### src/rtl/utd_pkg.sv
// Package: shared types and constants for the UTF-8 to UTF-16 transcoder.
package utd_pkg;

    localparam logic [15:0] UNIT_REPL     = 16'hFFFD;
    localparam logic [20:0] CP_MAX        = 21'h10FFFF;
    localparam logic [20:0] CP_SURR_LO    = 21'h00D800;
    localparam logic [20:0] CP_SURR_HI    = 21'h00DFFF;
    localparam logic [20:0] CP_SUPP_BASE  = 21'h010000;
    localparam logic [20:0] CP_MIN_2B     = 21'h000080;
    localparam logic [20:0] CP_MIN_3B     = 21'h000800;
    localparam logic [20:0] CP_MIN_4B     = 21'h010000;
    localparam logic [15:0] UNIT_HI_SURR  = 16'hD800;
    localparam logic [15:0] UNIT_LO_SURR  = 16'hDC00;

    // Number of continuation bytes a lead byte announces
    localparam logic [1:0] EXP_NONE = 2'd0;
    localparam logic [1:0] EXP_ONE  = 2'd1;
    localparam logic [1:0] EXP_TWO  = 2'd2;
    localparam logic [1:0] EXP_THREE = 2'd3;

    typedef struct packed {
        logic [15:0] code_unit;
        logic        has_unit;
        logic        end_of_string;
        logic        last_in_run;
    } res_t;

    // Results caused by one input byte, oldest in res0
    typedef struct packed {
        res_t       res0;
        res_t       res1;
        logic [1:0] count;
    } batch_t;

endpackage

### src/rtl/utf8_to_utf16_decoder_top.sv
// Top level: UTF-8 byte stream in, UTF-16 code units out.
//
// Input channel (in_valid/in_ready/in_byte) takes one UTF-8 byte per
// transaction; a zero byte terminates the string. Output channel
// (out_valid/out_ready) carries one result per transaction: code_unit,
// has_unit, end_of_string and last_in_run, the latter flagging the final
// result caused by a given byte.
// A byte is captured in an input register and decoded combinationally
// from it. Its results are loaded into the result register once that
// register has room, and the first result is then on the output.
// A byte yields zero, one or two results (two for a surrogate pair, or for
// a truncated sequence followed by a byte that itself gives a result).
// Throughput: one byte per cycle while each byte gives at most one result
// and the receiver is ready; a two-result byte holds the decoder until its
// first result has left, bounded by the one-result-per-cycle output port.
// Reset clears the pending sequence and empties both registers.
// When the receiver stalls, results wait in the result register and the
// input register fills, after which in_ready drops.
module utf8_to_utf16_decoder_top (
    input  logic        clk,
    input  logic        rst_n,
    input  logic        in_valid,
    output logic        in_ready,
    input  logic [7:0]  in_byte,
    output logic        out_valid,
    input  logic        out_ready,
    output logic [15:0] code_unit,
    output logic        has_unit,
    output logic        end_of_string,
    output logic        last_in_run
);
    import utd_pkg::*;

    logic       byte_valid_reg, byte_valid_next;
    logic [7:0] byte_reg;
    logic       load_ok;
    logic       advance;
    batch_t     batch;
    res_t       head;

    // decoder moves when a byte is held and the result register has room
    assign advance  = byte_valid_reg && load_ok;
    assign in_ready = !byte_valid_reg || load_ok;

    always_comb
    begin
        byte_valid_next = byte_valid_reg;
        if (in_valid && in_ready)
            byte_valid_next = 1'b1;
        else if (advance)
            byte_valid_next = 1'b0;
    end

    always_ff @(posedge clk or negedge rst_n)
    begin
        if (!rst_n)
            byte_valid_reg <= 1'b0;
        else
            byte_valid_reg <= byte_valid_next;
    end

    // input payload register, no reset needed
    always_ff @(posedge clk)
    begin
        if (in_valid && in_ready)
            byte_reg <= in_byte;
    end

    utd_decode u_decode (
        .clk     (clk),
        .rst_n   (rst_n),
        .advance (advance),
        .byte_in (byte_reg),
        .batch   (batch)
    );

    utd_outbuf u_outbuf (
        .clk       (clk),
        .rst_n     (rst_n),
        .load      (advance),
        .batch     (batch),
        .out_ready (out_ready),
        .load_ok   (load_ok),
        .out_valid (out_valid),
        .head      (head)
    );

    assign code_unit     = head.code_unit;
    assign has_unit      = head.has_unit;
    assign end_of_string = head.end_of_string;
    assign last_in_run   = head.last_in_run;

endmodule

### src/rtl/utd_decode.sv
// Decoder: sequence state and per-byte decode into up to two results.
module utd_decode (
    input  logic            clk,
    input  logic            rst_n,
    input  logic            advance,
    input  logic [7:0]      byte_in,
    output utd_pkg::batch_t batch
);
    import utd_pkg::*;

    logic [20:0] pp_reg, pp_next;
    logic [1:0]  expected_reg, expected_next;
    logic [1:0]  seen_reg, seen_next;

    // Fresh-byte decode
    logic        fr_emit;
    res_t        fr_res;
    logic [1:0]  fr_expected;
    logic [20:0] fr_pp;

    // Sequence completion
    logic [20:0] pp_shift;
    logic [1:0]  seen_inc;
    logic [20:0] fin_min;
    logic        fin_bad;
    logic        fin_pair;
    logic [19:0] fin_off;
    logic        is_cont;

    always_comb
    begin
        fr_emit     = 1'b0;
        fr_res      = '0;
        fr_expected = EXP_NONE;
        fr_pp       = '0;
        if (byte_in == 8'h00)
        begin
            fr_emit              = 1'b1;
            fr_res.end_of_string = 1'b1;
        end
        else if (byte_in[7] == 1'b0)
        begin
            fr_emit         = 1'b1;
            fr_res.code_unit = {8'h00, byte_in};
            fr_res.has_unit  = 1'b1;
        end
        else if (byte_in[7:5] == 3'b110)
        begin
            fr_expected = EXP_ONE;
            fr_pp       = {16'h0000, byte_in[4:0]};
        end
        else if (byte_in[7:4] == 4'b1110)
        begin
            fr_expected = EXP_TWO;
            fr_pp       = {17'h00000, byte_in[3:0]};
        end
        else if (byte_in[7:3] == 5'b11110)
        begin
            fr_expected = EXP_THREE;
            fr_pp       = {18'h00000, byte_in[2:0]};
        end
        else
        begin
            fr_emit          = 1'b1;
            fr_res.code_unit = UNIT_REPL;
            fr_res.has_unit  = 1'b1;
        end
    end

    assign is_cont  = (byte_in[7:6] == 2'b10);
    assign pp_shift = {pp_reg[14:0], byte_in[5:0]};
    assign seen_inc = seen_reg + 2'd1;

    always_comb
    begin
        unique case (expected_reg)
            EXP_ONE: fin_min = CP_MIN_2B;
            EXP_TWO: fin_min = CP_MIN_3B;
            default: fin_min = CP_MIN_4B;
        endcase
    end

    assign fin_bad  = (pp_shift < fin_min) || (pp_shift > CP_MAX) ||
                      ((pp_shift >= CP_SURR_LO) && (pp_shift <= CP_SURR_HI));
    assign fin_pair = (pp_shift >= CP_SUPP_BASE);
    assign fin_off  = 20'(pp_shift - CP_SUPP_BASE);

    always_comb
    begin
        pp_next       = pp_reg;
        expected_next = expected_reg;
        seen_next     = seen_reg;
        batch         = '0;
        if (expected_reg != EXP_NONE)
        begin
            if (is_cont)
            begin
                if (seen_inc >= expected_reg)
                begin
                    pp_next             = '0;
                    expected_next       = EXP_NONE;
                    seen_next           = '0;
                    batch.res0.has_unit = 1'b1;
                    batch.count         = 2'd1;
                    if (fin_bad)
                        batch.res0.code_unit = UNIT_REPL;
                    else if (fin_pair)
                    begin
                        batch.res0.code_unit = UNIT_HI_SURR + {6'h00, fin_off[19:10]};
                        batch.res1.code_unit = UNIT_LO_SURR + {6'h00, fin_off[9:0]};
                        batch.res1.has_unit  = 1'b1;
                        batch.count          = 2'd2;
                    end
                    else
                        batch.res0.code_unit = pp_shift[15:0];
                end
                else
                begin
                    pp_next   = pp_shift;
                    seen_next = seen_inc;
                end
            end
            else if (byte_in == 8'h00)
            begin
                pp_next                  = '0;
                expected_next            = EXP_NONE;
                seen_next                = '0;
                batch.res0.code_unit     = UNIT_REPL;
                batch.res0.has_unit      = 1'b1;
                batch.res0.end_of_string = 1'b1;
                batch.count              = 2'd1;
            end
            else
            begin
                // truncated sequence: replacement, then the byte taken afresh
                pp_next              = fr_pp;
                expected_next        = fr_expected;
                seen_next            = '0;
                batch.res0.code_unit = UNIT_REPL;
                batch.res0.has_unit  = 1'b1;
                batch.res1           = fr_res;
                batch.count          = fr_emit ? 2'd2 : 2'd1;
            end
        end
        else
        begin
            pp_next       = fr_pp;
            expected_next = fr_expected;
            seen_next     = '0;
            batch.res0    = fr_res;
            batch.count   = fr_emit ? 2'd1 : 2'd0;
        end
        if (batch.count == 2'd1)
            batch.res0.last_in_run = 1'b1;
        if (batch.count == 2'd2)
            batch.res1.last_in_run = 1'b1;
    end

    always_ff @(posedge clk or negedge rst_n)
    begin
        if (!rst_n)
        begin
            pp_reg       <= '0;
            expected_reg <= EXP_NONE;
            seen_reg     <= '0;
        end
        else if (advance)
        begin
            pp_reg       <= pp_next;
            expected_reg <= expected_next;
            seen_reg     <= seen_next;
        end
    end

endmodule

### src/rtl/utd_outbuf.sv
// Result register: holds up to two results and hands them out in order.
module utd_outbuf (
    input  logic            clk,
    input  logic            rst_n,
    input  logic            load,
    input  utd_pkg::batch_t batch,
    input  logic            out_ready,
    output logic            load_ok,
    output logic            out_valid,
    output utd_pkg::res_t   head
);
    import utd_pkg::*;

    res_t       r0_reg, r0_next;
    res_t       r1_reg, r1_next;
    logic [1:0] cnt_reg, cnt_next;
    logic       pop;

    assign out_valid = (cnt_reg != 2'd0);
    assign head      = r0_reg;
    assign pop       = out_valid && out_ready;
    // room once the last held result leaves this cycle
    assign load_ok   = (cnt_reg == 2'd0) || ((cnt_reg == 2'd1) && out_ready);

    always_comb
    begin
        r0_next  = r0_reg;
        r1_next  = r1_reg;
        cnt_next = cnt_reg;
        if (load)
        begin
            r0_next  = batch.res0;
            r1_next  = batch.res1;
            cnt_next = batch.count;
        end
        else if (pop)
        begin
            r0_next  = r1_reg;
            cnt_next = cnt_reg - 2'd1;
        end
    end

    always_ff @(posedge clk or negedge rst_n)
    begin
        if (!rst_n)
            cnt_reg <= 2'd0;
        else
            cnt_reg <= cnt_next;
    end

    always_ff @(posedge clk)
    begin
        r0_reg <= r0_next;
        r1_reg <= r1_next;
    end

endmodule

### config.mk
export PLATFORM = sky130hd
export DESIGN_NAME = utf8_to_utf16_decoder_top
export DESIGN_NICKNAME = d
export VERILOG_FILES = /design/src/rtl/utd_pkg.sv /design/src/rtl/utf8_to_utf16_decoder_top.sv /design/src/rtl/utd_decode.sv /design/src/rtl/utd_outbuf.sv
export SDC_FILE = /design/constraint.sdc
export NUM_CORES = 1
export LEC_CHECK = 0
export BUFFER_PORTS_ARGS = -buffer_cell sky130_fd_sc_hd__buf_2
export CORE_MARGIN = 3
export CORE_UTILIZATION = 30
export CTS_CLUSTER_DIAMETER = 60
export DETAILED_ROUTE_END_ITERATION = 10
export GPL_TIMING_DRIVEN = 0
export MAX_ROUTING_LAYER = met4
export SYNTH_ARGS = -nofsm -noshare
export SYNTH_HDL_FRONTEND = slang
export SYNTH_SLANG_ARGS = --single-unit
export TNS_END_PERCENT = 50
### constraint.sdc
create_clock -name clk -period 3 [get_ports clk]
set_clock_uncertainty 0.15 [all_clocks]
set_input_delay 0.75 -clock clk [delete_from_list [all_inputs] [get_ports clk]]
set_output_delay 0.75 -clock clk [all_outputs]
set_load 0.005 [all_outputs]
==> impl_metrics.ini, run 1 <==
[setup_path]
critPathRequiredTime_ps = 2930
crit_fanout = 10
path_cells = or4_1, nand3b_1, o21ai_1, nand2b_1, buf_2, a2111oi_0, a211oi_1
reg2reg_to = u_outbuf.head[7]
crit_end = u_outbuf.head[7]
path_class = register to register
r2r-start = u_decode.pp_reg[3]
r2r_slack_ps = 240
worst_path_max_delay_cell = or4_1
path_delay_family = simple AND/OR/NAND/NOR gates
crit_start = u_decode.pp_reg[3]
crit_path_end_kind = register
slowest_delay_ps = 580
r2r_cells = 7
crit_cells = 7
critical_path_buf_inv_count = 1
cp_data_arrival_time_ps = 2690
start_kind = register

[layout]
n_antenna_cell = 0
nFillCells = 1075
nets = 394
drive_gt1_share_pct = 17.87
syn2layout_area_growth_pct = 15.77
largest_reg_flops = 19
final_util_pct = 36.65

[placed_design]
place_worst_setup_slack_ps = -107.3
port_buffers = 32
dp_hpwl_mm = 6.101
finalWeightedCongestion = 0.9261

[sta]
setup_viol_count_final = 0
slew_viol_final = 0
slew_headroom_pct = 53.87
min_period_ps = 2763
fmax_mhz = 361.9
rsz0062_at_grt = false
hold_viol_final = 0
finalWorstSetupSlack_ps = 237.1
tightest_slew_ps = 686.7
period_share_pct = 92.10

[routing]
drt_iter0_drc = 134
antenna_left = 0
wl_mm = 8.388
drc = 0
vias = 2655
wire_per_inst_um = 16.41
firstDrtPassIters = 4
via_per_inst = 5.196

[synthesis]
synthArstFlopShare_pct = 34.38
syn-cell-area_um2 = 3356
synth_seq_cells = 64
synthTopCellsByArea = edfxtp_1 (38%), dfrtp_1 (16%), nand2_1 (5.6%)
synth_ff_type = edfxtp_1
synth_edf_count = 42
synth-seq-area-share_pct = 53.99
synth_nets = 348
synthCells = 324
synth_common_cells = nand2_1 (50), edfxtp_1 (42), o21ai_0 (25), dfrtp_1 (22)
synth_cell_types = 55
synth_top_area_share_pct = 37.58
synth.largest_area_cell = edfxtp_1
syn_area_per_cell_um2 = 10.36
synth_most_common_cell = nand2_1
yosysWarningCount = 0

[power]
pwr_density_cell_nw_per_um2 = 934.2
internal_power_uw = 2212
ir_drop_mv = 0.3087
clkPwrFrac_pct = 17.7
p_sw_uw = 1418
p_leak_uw = 0.001550
swShare_pct = 39.06
pwr-share-seq_pct = 43.6
combPwrFrac_pct = 38.6

[cts]
clock_latency_ps = 350
cts_buffers = 9
htree_levels = 3
clockBufferDepth = 2
cts_tree = yes
cts.sinks = 64
clock-root-buffer = clkbuf_8
clkTransAtPathRegs_ps = 70

[run_status]
outcome = complete, no violations

[die]
ios = 33
die_area_um2 = 12490
rows = 37
start_util_pct = 31.65
fp.coreArea_um2 = 10600
die_x_um = 111.8
fp.dieH_um = 111.8

[worst_hold_path]
hold_class = input port to asynchronous set/reset pin

[global_route]
grt_pass1_vias = 2564
overflow = 0
antenna_found_initial = 0
grt_usage_pct = 14.50
grt_pass1_wl_mm = 13.92
grt_max_degree = 25

[flow_run]
drv_cap = 0
==> per-stage QoR <==
stage                     TNS, ps  hold slack (ps)  power [uW]  std cells  instance area (um^2)
after detailed placement   -768.3            358.0        3014        492                  3686
after floorplan                 0            304.4        2478        324                  3356
final                           0            214.0        3629        511                  3885
after global placement      -1071            352.5        2987        492                  3686
after CTS                       0            231.0        3662        508                  3852
after global routing            0            249.6        3906        511                  3885
==> logic make-up (layout without fill, tap and decap cells) <==
kind of cell | count (synthesis) | in the layout | synth area share (%)
simple gates | 118 | 118 | 17.08
compound gates | 91 | 91 | 18.16
other cells | 1 | 1 | 0.1117
flops | 64 | 64 | 53.99
xor+xnor | 3 | 3 | 0.7831
mux | 4 | 4 | 1.268
buf+inv | 31 | 82 | 4.138
fa+ha+maj | 12 | 12 | 4.474
==> area by class of cell <==
type                    count  area [um^2]  share of cell area (%)
clock buffers              12        145.1                   3.736
plain buffers              16        85.08                   2.190
clock inverters             4        21.27                  0.5475
well taps                 136        170.2                   4.380
repair buffers             35        182.7                   4.702
inverters                  15        56.30                   1.449
multi-input cells         229         1413                   36.36
flip-flops and latches     64         1812                   46.63
==> cell usage in the layout (no fill, tap or decap), drive strengths merged, types with 5 or more instances in the layout <==
cell	instances
nand2	50
a21boi	5
buf	40
a2111oi	5
dfrtp	22
inv	14
edfxtp	42
a211oi	5
a21oi	12
clkbuf	23
o21ai	39
nand3	12
nor3	13
and2	5
nor2	13
o31ai	5
ha	12
==> layer usage <==
metal / up-vias / track usage [%] / share of wire (%)
met1: 1282 / 19.04 / 45
met4: 0 / 4.866 / 2.1
met3: 17 / 2.772 / 5.7
li1: 1284 / - / -
met5: - / - / 0
met2: 72 / 22.54 / 47
==> repair_timing <==
| action | 4_1_cts | 5_1_grt |
|---|---|---|
| setup endpoints to repair | 0 | 45 |
| hold buffers | 0 | 0 |
| setup buffers | 0 | 3 |
| gates resized for setup | 0 | 7 |
==> worst register-to-register path, delay by kind of cell (launching register included) <==
kind	cells	cell delay (ps)
flip-flops	1	470
AND/OR/NAND/NOR	3	920
buffers and inverters	1	220
AO/OA/AOI/OAI	3	730
==> worst min path at each step <==
stage	startpoint	endpoint	cells past startpoint
floorplan	rst_n	byte_valid_reg	0
global placement	u_outbuf.r1_reg[1]	u_outbuf.head[1]	2
detailed placement	u_outbuf.r1_reg[2]	u_outbuf.head[2]	2
CTS	rst_n	u_decode.expected_reg[1]	1
global route	rst_n	u_decode.expected_reg[1]	1
finish	rst_n	u_decode.expected_reg[1]	1
==> power by group through the flow <==
stage	clock network [uW]	logic, uW	registers [uW]
floorplan	0	916	1560
global placement	0	1390	1600
detailed placement	0	1410	1610
CTS	660	1410	1590
global route	702	1580	1620
finish	643	1400	1580
Note: power is estimated with default switching activity, not from simulation.
==> inputs of run 2 (changes only) <==
CORE_ASPECT_RATIO = 0.8   (was not set)
==> run 2 against run 1 <==
Sequential share of layout area shrank 1.5 points. Largest power group unchanged. Maximum frequency shrank 2.5%. Critical endpoint is now u_outbuf.head[5]. Total power grew 13%.
==> impl_metrics.ini, run 2 (synthesized netlist as in run 1, its figures left out) <==
[layout]
regArea_um2 = 1812
multi_input_area_um2 = 1419
final_common_cell = nand2_1
nets = 391
final_util_pct = 37.96
final_cell_mix = nand2_1 (50), edfxtp_1 (42), buf_2 (35), o21ai_0 (25), dfrtp_1 (22)
largest_reg_flops = 19
syn2layout_area_growth_pct = 19.58
nFillCells = 1102
drive_gt1_share_pct = 17.20
n_antenna_cell = 0

[setup_path]
path_cells = nand4_1, nor4_2, mux2i_2, nand2b_1, buf_2, a2111oi_0, a211oi_1
path_delay_family = simple AND/OR/NAND/NOR gates
critical_path_buf_inv_count = 1
start_kind = register
critPathRequiredTime_ps = 2960
path_class = register to register
cp_data_arrival_time_ps = 2790
crit_path_end_kind = register
worst_path_max_delay_cell = dfrtp_1
slowest_delay_ps = 510
crit_fanout = 10

[sta]
slew_viol_final = 0
slew_headroom_pct = 55.06
tightest_slew_ps = 669.0
min_period_ps = 2833
setup_viol_count_final = 0
fmax_mhz = 353.0
rsz0062_at_grt = true
period_share_pct = 94.43
hold_viol_final = 0
finalWorstSetupSlack_ps = 167.0

[power]
p_leak_uw = 0.001598
combPwrFrac_pct = 34.7
ir_drop_mv = 0.4013
swShare_pct = 35.90
internal_power_uw = 2620
clkPwrFrac_pct = 26.4
pwr_density_cell_nw_per_um2 = 1018
p_sw_uw = 1467
pwr-share-seq_pct = 39.0

[cts]
htree_levels = 3
clock_latency_ps = 330
cts.sinks = 64
clockBufferDepth = 2
postCtsSetupBuffers = 0
clkTransAtPathRegs_ps = 50
cts_tree = yes
clock-root-buffer = clkbuf_16
hold_buffers = 0
cts_buffers = 9

[routing]
antenna_left = 0
wire_per_inst_um = 16.28
via_per_inst = 5.182
firstDrtPassIters = 5
drt_iter0_drc = 210
drc = 0
vias = 2653
wl_mm = 8.334

[die]
rows = 33
start_util_pct = 31.75
die_area_um2 = 12500
ios = 33
die_x_um = 124.2
fp.coreArea_um2 = 10570
fp.dieH_um = 100.6

[flow_run]
drv_cap = 0

[placed_design]
dp_hpwl_mm = 6.014
place_worst_setup_slack_ps = -117.3
finalWeightedCongestion = 0.9332
port_buffers = 32

[global_route]
grt_pass1_wl_mm = 13.59
antenna_found_initial = 0
grt_max_degree = 25
grt_usage_pct = 14.28
grt_pass1_vias = 2517
overflow = 0

[worst_hold_path]
hold_class = input port to asynchronous set/reset pin

[run_status]
outcome = complete, no violations
run 2: cell count changes in the layout (fill, tap and decap cells not counted), sizes merged:
| cell | delta |
|---|---|
| buf | -3 |
| bufinv | +2 |
| clkinv | -1 |
| clkinvlp | -1 |
run 2: final cells by class:
class	instances	area share, %
Timing Repair Buffer	32	3.991
Sequential cell	64	45.15
Clock inverter	4	1.715
Multi-Input combinational cell	229	35.36
Buffer	16	2.120
Inverter	15	1.403
Clock buffer	12	5.893
Tap cell	140	4.365
run 2: path summary, 6_finish.rpt:
path	slack, ps	cells after the start	from	end
worst max-delay path	170	7	u_decode.pp_reg[5]	u_outbuf.head[5]
worst min-delay path	250	1	rst_n	u_outbuf.cnt_reg[0]
worst max register to register	170	7	u_decode.pp_reg[5]	u_outbuf.head[5]
worst min register to register	360	1	u_decode.seen_reg[1]	u_decode.seen_reg[1]
max in group asynchronous	2090	1	rst_n	u_decode.pp_reg[5]
min in group clk	360	1	u_decode.seen_reg[1]	u_decode.seen_reg[1]
run 2: power by group through the flow:
stage | Combinational, uW | Clock, uW | Sequential [uW]
2_1_floorplan | 916 | 0 | 1560
3_3_place_gp | 1380 | 0 | 1590
3_5_place_dp | 1410 | 0 | 1610
4_1_cts | 1420 | 1100 | 1590
5_1_grt | 1600 | 1140 | 1620
6_report | 1420 | 1080 | 1590
run 2: what timing repair did:
action,4_1_cts,5_1_grt
endpoints found under the hold margin,0,0
resized for setup,0,8
setup endpoints to repair,0,45
run 2: per-layer routing:
metal | global-route usage, % | vias up | wire [um]
met4 | 3.875 | 0 | 106
met5 | - | - | 0
met1 | 20.42 | 1274 | 4152
li1 | - | 1277 | -
met2 | 19.85 | 90 | 3470
met3 | 3.972 | 12 | 605
run 2: stage by stage:
step                setup TNS [ps]  power [uW]  hold WS [ps]  instances  cell area [um^2]
floorplan                        0        2478         304.4        324              3356
global placement            -162.7        2975         351.4        496              3691
detailed placement          -451.3        3019         355.3        496              3691
CTS                              0        4112         258.9        512              3996
global route               -0.3491        4368         282.3        512              4013
finish                           0        4087         246.0        512              4013
==> inputs of run 3 (changes only) <==
==> constraint.sdc (replaced) <==
create_clock -name clk -period 3 [get_ports clk]
set_clock_uncertainty 0.15 [all_clocks]
set_input_delay 0.15 -clock clk [delete_from_list [all_inputs] [get_ports clk]]
set_output_delay 0.15 -clock clk [all_outputs]
set_load 0.005 [all_outputs]
==> run 3 against run 2 <==
Via count is 1.1% higher. Sequential cell count unchanged. Sequential power barely moved. Maximum frequency is 0.63% higher. Clock power barely moved.
==> impl_metrics.ini, run 3 (synthesized netlist as in run 1, its figures left out) <==
[placed_design]
finalWeightedCongestion = 0.9332
place_worst_setup_slack_ps = 29.42
port_buffers = 32
dp.cells = 496
dp_hpwl_mm = 6.014
dpl-instance-area_um2 = 3691

[sta]
tightest_slew_ps = 666.7
slew_viol_final = 0
slew_headroom_pct = 55.21
min_period_ps = 2815
fmax_mhz = 355.2
hold_viol_final = 0
finalWorstSetupSlack_ps = 184.6
rsz0062_at_grt = true
setup_viol_count_final = 0
period_share_pct = 93.85

[setup_path]
r2r-start = u_decode.pp_reg[5]
crit_fanout = 10
reg2reg_to = u_outbuf.head[5]
r2r_slack_ps = 180
cp_data_arrival_time_ps = 2780
worst_path_max_delay_cell = dfrtp_1
path_cells = nand4_1, nor4_2, mux2i_2, nand2b_1, buf_2, a2111oi_0, a211oi_1
r2r_cells = 7
crit_path_end_kind = register
critPathRequiredTime_ps = 2960
path_class = register to register
path_delay_family = simple AND/OR/NAND/NOR gates
start_kind = register
critical_path_buf_inv_count = 1
slowest_delay_ps = 510

[layout]
nets = 401
nFillCells = 1091
instances_no_fill = 522
final_cell_mix = nand2_1 (50), edfxtp_1 (42), buf_2 (35), o21ai_0 (25), dfrtp_1 (22)
n_antenna_cell = 0
stdcell_area_um2 = 4113
syn2layout_area_growth_pct = 22.56
largest_reg_flops = 19
drive_gt1_share_pct = 16.75
final_common_cell = nand2_1

[cts]
clockBufferDepth = 2
cts_buffers = 9
cts_tree = yes
postCtsSetupBuffers = 0
clkTransAtPathRegs_ps = 50
cts.sinks = 64
htree_levels = 3
clock_latency_ps = 330
clock-root-buffer = clkbuf_16

[global_route]
overflow = 0
grt_max_degree = 25
grt_pass1_vias = 2584
grt_usage_pct = 14.53
grt_pass1_wl_mm = 13.83
antenna_found_initial = 0

[power]
swShare_pct = 35.67
internal_power_uw = 2628
ir_drop_mv = 0.3994
p_sw_uw = 1457
clkPwrFrac_pct = 26.3
combPwrFrac_pct = 34.8
p_leak_uw = 0.001640
pwr-share-seq_pct = 38.9
pwr_density_cell_nw_per_um2 = 993.4

[die]
fp.dieH_um = 100.6
rows = 33
ios = 33
fp.coreArea_um2 = 10570
start_util_pct = 31.75
die_area_um2 = 12500
die_x_um = 124.2

[routing]
wire_per_inst_um = 16.09
drc = 0
wl_mm = 8.398
vias = 2683
via_per_inst = 5.140
drt_iter0_drc = 215
firstDrtPassIters = 4
antenna_left = 0

[worst_hold_path]
worstHoldPathCells = 4
hold_class = input port to register
hp-start = out_ready
min_to = byte_valid_reg

[run_status]
outcome = complete, no violations

[flow_run]
drv_cap = 0
run 3: cell types whose count changed in the layout (fill, tap and decap cells not counted), sizes merged:
cell	delta
dlygate4sd3	+10
run 3: timing repair:
action | in CTS | in global routing
endpoints found under the hold margin | 31 | 0
hold buffers | 10 | 0
endpoints found under the setup margin | 0 | 45
gates resized for setup | 0 | 8
run 3: routing by layer:
layer  vias up  track usage [%]  share of wire, %
met5         -                -                 0
met4         0            3.875               1.1
met3        10            3.972               7.5
met2        93            20.68                42
met1      1284            20.45                49
li1       1296                -                 -
run 3: worst reg2reg max path: cells and delay by family, from the launching register on:
family                 cells  cell delay [ps]
AND/OR/NAND/NOR            3              830
flip-flops                 1              510
multiplexers               1              460
AO/OA/AOI/OAI              2              400
buffers and inverters      1              250
run 3: area by class of cell:
class                   instances  area [um^2]  area share [%]
flip-flops and latches         64         1812           44.05
plain buffers                  16        85.08           2.069
well taps                     140        175.2           4.259
repair buffers                 42        260.3           6.328
multi-input cells             229         1419           34.50
inverters                      15        56.30           1.369
clock inverters                 4        68.82           1.673
clock buffers                  12        236.5           5.750
run 3: through the flow:
| step | total power, uW | hold slack [ps] | TNS [ps] | util (%) |
|---|---|---|---|---|
| 2_1_floorplan | 2478 | -295.6 | 0 | - |
| 3_3_place_gp | 2975 | 16.93 | 0 | 34.92 |
| 3_5_place_dp | 3019 | 11.47 | 0 | 34.92 |
| 4_1_cts | 4122 | 25.35 | 0 | 38.75 |
| 5_1_grt | 4379 | 77.39 | -0.3491 | 38.91 |
| 6_report | 4086 | 42.83 | 0 | 38.91 |
run 3: power groups by stage:
stage / registers (uW) / clock network [uW] / logic, uW
after floorplan: 1560 / 0 / 916
after global placement: 1590 / 0 / 1380
after detailed placement: 1610 / 0 / 1410
after CTS: 1590 / 1100 / 1430
after global routing: 1620 / 1140 / 1610
final: 1590 / 1070 / 1420
run 3: how the worst max path moves through the flow:
stage	depth (start not counted)	to	slack (ps)	startpoint
floorplan	7	u_outbuf.head[11]	480	u_decode.pp_reg[3]
global placement	7	u_outbuf.r1_reg[9]	20	u_decode.pp_reg[5]
detailed placement	7	u_outbuf.r1_reg[9]	30	u_decode.pp_reg[5]
CTS	7	u_outbuf.r1_reg[9]	20	u_decode.pp_reg[5]
global route	7	u_outbuf.head[5]	-0.3	u_decode.pp_reg[5]
finish	7	u_outbuf.head[5]	180	u_decode.pp_reg[5]
